==> config.mk <==
export PLATFORM = sky130hd
export DESIGN_NAME = tlbm_ctrl
export DESIGN_NICKNAME = d
export VERILOG_FILES = /design/src/rtl/core/tlbm_pkg.sv /design/src/rtl/core/tlbm_ctrl.sv
export SDC_FILE = /design/constraint.sdc
export NUM_CORES = 1
export LEC_CHECK = 0
export ABC_AREA = 1
export BUFFER_PORTS_ARGS = -buffer_cell sky130_fd_sc_hd__buf_2
export CELL_PAD_IN_SITES_DETAIL_PLACEMENT = 1
export CELL_PAD_IN_SITES_GLOBAL_PLACEMENT = 1
export CORE_MARGIN = 10
export CORE_UTILIZATION = 32
export DETAILED_ROUTE_END_ITERATION = 8
export PLACE_DENSITY_LB_ADDON = 0.08
export SETUP_SLACK_MARGIN = 0.2
export SYNTH_ARGS = -nofsm -noshare
export SYNTH_HDL_FRONTEND = slang
export SYNTH_SLANG_ARGS = --single-unit
export TNS_END_PERCENT = 5
==> constraint.sdc <==
create_clock -name clk -period 1.25 [get_ports clk]
set_input_delay 0.0625 -clock clk [delete_from_list [all_inputs] [get_ports clk]]
set_output_delay 0.0625 -clock clk [all_outputs]
set_load 0.005 [all_outputs]
==> src/rtl/core/tlbm_pkg.sv <==
package tlbm_pkg;

    typedef enum logic [3:0] {
        ST_IDLE,
        ST_PROBE,
        ST_PWAIT,
        ST_FILL,
        ST_SWEEP,
        ST_DRAIN,
        ST_FIX,
        ST_RD,
        ST_RESP
    } tlbm_state_t;

    localparam logic [1:0] MODE_INIT = 2'd0;
    localparam logic [1:0] MODE_STEP = 2'd1;

    localparam logic [2:0] REG_INIT_TEMP   = 3'd0;
    localparam logic [2:0] REG_BATH_TEMP   = 3'd1;
    localparam logic [2:0] REG_RELAX_RATE  = 3'd2;
    localparam logic [2:0] REG_OMEGA_SKIN  = 3'd3;
    localparam logic [2:0] REG_OMEGA_BULK  = 3'd4;
    localparam logic [2:0] REG_GAIN_SKIN   = 3'd5;
    localparam logic [2:0] REG_GAIN_BULK   = 3'd6;
    localparam logic [2:0] REG_SKIN_NODES  = 3'd7;

    // floor(v / 6) is taken as ((v + SIDE_BIAS) * SIDE_RECIP >> 36) - SIDE_BIAS_Q.
    localparam logic signed [34:0] SIDE_BIAS   = 35'sd4294967298;
    localparam logic [33:0]        SIDE_RECIP  = 34'd11453246123;
    localparam logic signed [32:0] SIDE_BIAS_Q = 33'sd715827883;

    typedef struct packed {
        logic accept;
        logic probe;
        logic issue;
        logic fill_we;
        logic fix_we;
        logic steps_clear;
        logic load_out;
    } tlbm_cmd_t;

    typedef struct packed {
        logic probe_done;
        logic busy;
        logic out_free;
    } tlbm_status_t;

endpackage

==> src/rtl/core/tlbm_ctrl.sv <==
module tlbm_ctrl #(
    parameter int NODES = 1024,
    localparam int AW = $clog2(NODES)
) (
    input  logic                   clk,
    input  logic                   rst_n,
    input  logic                   s_tvalid,
    output logic                   s_tready,
    input  logic [1:0]             mode,
    input  tlbm_pkg::tlbm_status_t status,
    output tlbm_pkg::tlbm_cmd_t    cmd,
    output logic [AW-1:0]          cnt
);

    import tlbm_pkg::*;

    tlbm_state_t state_reg, state_next;
    logic [AW-1:0] cnt_reg, cnt_next;
    logic last;

    assign last = cnt_reg == AW'(NODES - 1);

    always_ff @(posedge clk or negedge rst_n)
    begin
        if (!rst_n)
        begin
            state_reg <= ST_IDLE;
            cnt_reg   <= '0;
        end
        else
        begin
            state_reg <= state_next;
            cnt_reg   <= cnt_next;
        end
    end

    always_comb
    begin
        state_next = state_reg;
        case (state_reg)
            ST_IDLE:
            begin
                if (s_tvalid)
                begin
                    case (mode)
                        MODE_INIT: state_next = ST_PROBE;
                        MODE_STEP: state_next = ST_SWEEP;
                        default:   state_next = ST_RD;
                    endcase
                end
            end
            ST_PROBE: state_next = ST_PWAIT;
            ST_PWAIT:
            begin
                if (status.probe_done)
                begin
                    state_next = ST_FILL;
                end
            end
            ST_FILL:
            begin
                if (last)
                begin
                    state_next = ST_RD;
                end
            end
            ST_SWEEP:
            begin
                if (last)
                begin
                    state_next = ST_DRAIN;
                end
            end
            ST_DRAIN:
            begin
                if (!status.busy)
                begin
                    state_next = ST_FIX;
                end
            end
            ST_FIX:   state_next = ST_RD;
            ST_RD:    state_next = ST_RESP;
            ST_RESP:
            begin
                if (status.out_free)
                begin
                    state_next = ST_IDLE;
                end
            end
            default:  state_next = ST_IDLE;
        endcase
    end

    always_comb
    begin
        cmd      = '0;
        s_tready = 1'b0;
        cnt_next = '0;
        case (state_reg)
            ST_IDLE:
            begin
                s_tready   = 1'b1;
                cmd.accept = s_tvalid;
            end
            ST_PROBE:
            begin
                cmd.probe       = 1'b1;
                cmd.steps_clear = 1'b1;
            end
            ST_FILL:
            begin
                cmd.fill_we = 1'b1;
                cnt_next    = cnt_reg + AW'(1);
            end
            ST_SWEEP:
            begin
                cmd.issue = 1'b1;
                cnt_next  = cnt_reg + AW'(1);
            end
            ST_FIX:   cmd.fix_we = 1'b1;
            ST_RESP:  cmd.load_out = status.out_free;
            default:  ;
        endcase
    end

    assign cnt = cnt_reg;

endmodule

==> flow_summary.json <==
{
  "regToRegEndpoint": "state_reg[2]",
  "floorplan.die_area_um2": 5294,
  "cts_buffer_depth": 2,
  "detailedPlacementHpwl_mm": 2.171,
  "tightest_slew_ns": 0.3293,
  "route.vias.total": 981,
  "clkLatencyLatePin_ns": 0.29,
  "critical_path.reg2reg.startpoint": "cnt[0]",
  "cts_tree": "done",
  "critical_path.top_delay_family": "simple AND/OR/NAND/NOR gates",
  "share_of_power_burned_in_combinational_logic": 0.675,
  "detail_route.wirelength_mm": 2.850,
  "critical-path-max-stage-delay_ns": 0.38,
  "synth_top_cells_by_area": "dfrtp_1, nand2_1, nor2_1, nand3_1, inv_1",
  "postLayoutCoreUtil": 0.5300,
  "p_clk_frac": 0.110,
  "cellInternalPower_mw": 1.677,
  "place.port_buffers": 25,
  "ff2ff_path_depth": 8,
  "netlist.top_cell.by_area": "dfrtp_1",
  "synth_commonest_cells": "nand2_1, nor2_1, inv_1",
  "worstSetupStartpointType": "flip-flop",
  "grt_pass1_vias": 1045,
  "routed_wire_length_per_instance_um": 13.70,
  "report.final.slew_viol_count": 0,
  "cpMaxStageDelayCell": "dfrtp_1",
  "clkSinkCount": 14,
  "critical_path.cell_chain": "ha_2 -> nand2_4 -> nor2_4 -> nand2_4 -> o21ai_4 -> nand2_2 -> nand2_1 -> nand2_1",
  "avgViaCountPerCell": 4.716,
  "cts_root_buffer": "clkbuf_4",
  "setup-tns-final_ns": -0.7202,
  "grt_antenna_before_repair": 0,
  "placement.setup.worst_slack_ns": -0.1503,
  "ios": 26,
  "report.final.setup_viol": 13,
  "syn_area_um2": 890.9,
  "die_outline_width_um": 72.76,
  "power_density_nw_per_um2": 2148,
  "grt_pass1_wl_mm": 4.761,
  "period_share": 1.113,
  "min_from": "status[0]",
  "hold_viol_final": 0,
  "finish.net_count": 187,
  "drv.max_cap_violation_count": 0,
  "num_antenna_cells": 0,
  "post-route-worst-setup-slack_ns": -0.1409,
  "clock-skew-final_ns": 0.001617,
  "postSynthNetCount": 131,
  "synth.yosys.seq_area_share": 0.3933,
  "yosysWarningCount": 0,
  "arrival_ns": 1.57,
  "slew-limit-headroom": 0.7805,
  "holdPathEnd": "state_reg[3]",
  "route.antenna.remaining_nets": 0,
  "dr.first_iter.drc_count": 19,
  "pwr-share-seq": 0.215,
  "critPathMaxFanout": 4,
  "grt_use_total": 0.1101,
  "netlist_instances": 122,
  "floorplan.die.height_um": 72.76,
  "synth_area_per_cell_um2": 7.302,
  "area_taken_by_multi_input_logic_gates_um2": 578.1,
  "min_path_cells": 4,
  "timing.critical_path.to_type": "flip-flop",
  "p_switching_mw": 1.409,
  "area_growth_syn_to_layout_pct": 61.24,
  "cts-htree-levels": 1,
  "starting_density_of_the_core": 0.3287,
  "fillers": 345,
  "tmin_final_ns": 1.391,
  "synth-main-ff-cell": "dfrtp_1",
  "remaining_drc_errors": 0,
  "outcome": "complete, but fails checks",
  "drt_first_pass_iters": 4,
  "grt-ovfl-total": 0,
  "clock.fmax_mhz": 719.0,
  "clk_transition_reported_paths_ns": 0.09,
  "grt_max_degree": 15,
  "floorplan.core_area_um2": 2710,
  "hold_path.class": "in2reg",
  "gp_routability_congestion": 0.7709,
  "synth-async-reset-ratio": 1.000,
  "worstPathRequired_ns": 1.43,
  "ir_worst_vdd_mv": 1.257,
  "fin_total_pwr_mw": 3.086,
  "post_route_cells_drive_above_1_share": 0.5424,
  "critical_path_buf_inv_count": 0,
  "synth_most_common_cell": "nand2_1",
  "area.sequential_um2": 354.1,
  "synth_cell_types": 25,
  "violations": "negative setup slack",
  "setup.worst_path.class": "reg2reg",
  "synth_enable_flop_cells": 0,
  "grt_setup_unrepaired": "yes",
  "std_cell_rows": 19,
  "yosysTopAreaCellShare": 0.3933,
  "flip_flop_count_of_the_largest_register_after_layout": 10,
  "switching_share": 0.4565,
  "timing.reg2reg.setup_slack_ns": -0.14,
  "p_leak_nw": 0.7704,
  "cts-buffers-inserted": 3,
  "ys_ff_latch": 14
}
==> kinds of logic after synthesis <==
group / after synthesis / share of synthesized area
fa+ha+maj: 1 / 0.01404
compound gates: 15 / 0.1110
flops: 14 / 0.3933
buf+inv: 18 / 0.09129
simple gates: 74 / 0.3905
==> timing repair <==
action	in CTS	in global routing
resized for setup	19	27
endpoints found under the hold margin	14	0
pin swaps	7	7
hold buffers	1	0
setup buffers	4	4
setup endpoints to repair	21	25
==> area by class of cell <==
| cell class | instances | share of cell area |
|---|---|---|
| Clock buffer | 4 | 0.02526 |
| Timing Repair Buffer | 53 | 0.2552 |
| Multi-Input combinational cell | 90 | 0.4024 |
| Sequential cell | 14 | 0.2465 |
| Tap cell | 31 | 0.02700 |
| Inverter | 16 | 0.04355 |
==> worst max path at each step <==
stage	from	end	slack (ns)	cells after the start
3_5_place_dp	cnt[0]	state_reg[2]	-0.15	8
4_1_cts	cnt[0]	state_reg[2]	-0.1	8
6_report	cnt[0]	state_reg[2]	-0.14	8
3_3_place_gp	cnt[0]	state_reg[2]	-0.05	8
2_1_floorplan	cnt[0]	state_reg[2]	-0.05	8
5_1_grt	cnt[0]	state_reg[2]	-0.23	8
==> per-stage QoR <==
step / instance area [µm²] / cells / hold WS [ns]
floorplan: 890.9 / 122 / -0.2331
global placement: 1179 / 195 / -0.02106
detailed placement: 1179 / 195 / -0.01849
CTS: 1304 / 204 / 0.1241
global route: 1436 / 208 / 0.1513
finish: 1436 / 208 / 0.1321
==> power by group through the flow <==
| stage | clock network (mW) | logic, mW | registers [mW] |
|---|---|---|---|
| after floorplan | 0 | 1.02 | 0.633 |
| after global placement | 0 | 1.61 | 0.638 |
| after detailed placement | 0 | 1.64 | 0.649 |
| after CTS | 0.359 | 1.86 | 0.647 |
| after global routing | 0.376 | 2.33 | 0.682 |
| final | 0.341 | 2.08 | 0.662 |
==> worst min-delay path, cell delays in order <==
cell and delay [ns]:
buf_2 0.07, inv_1 0.04, nand3_1 0.10, o21ai_0 0.10
==> per-layer routing <==
metal  routed length (µm)  share of wire  GRT usage
met4                   11         0.0039    0.01899
met1                 1334           0.47     0.1339
met2                 1378           0.48     0.1821
met5                    0              0          0
met3                  125          0.044    0.04082
==> cell usage in the layout (no fill, tap or decap), types with 2 or more instances in the layout <==
cell type,synthesis,final
nor2_1,20,11
nand3_1,13,12
o21ai_0,2,2
buf_6,1,7
o21ai_1,3,3
a21oi_1,6,6
nand2_2,2,5
clkbuf_4,0,3
nor2_2,3,8
inv_2,0,4
inv_1,15,11
buf_2,0,24
nand2_1,28,20
nor2_4,1,5
nand2_4,1,6
dfrtp_2,0,3
dfrtp_1,14,11
nor3_2,0,2
buf_4,1,21
Power figures use the tool's default switching activity.
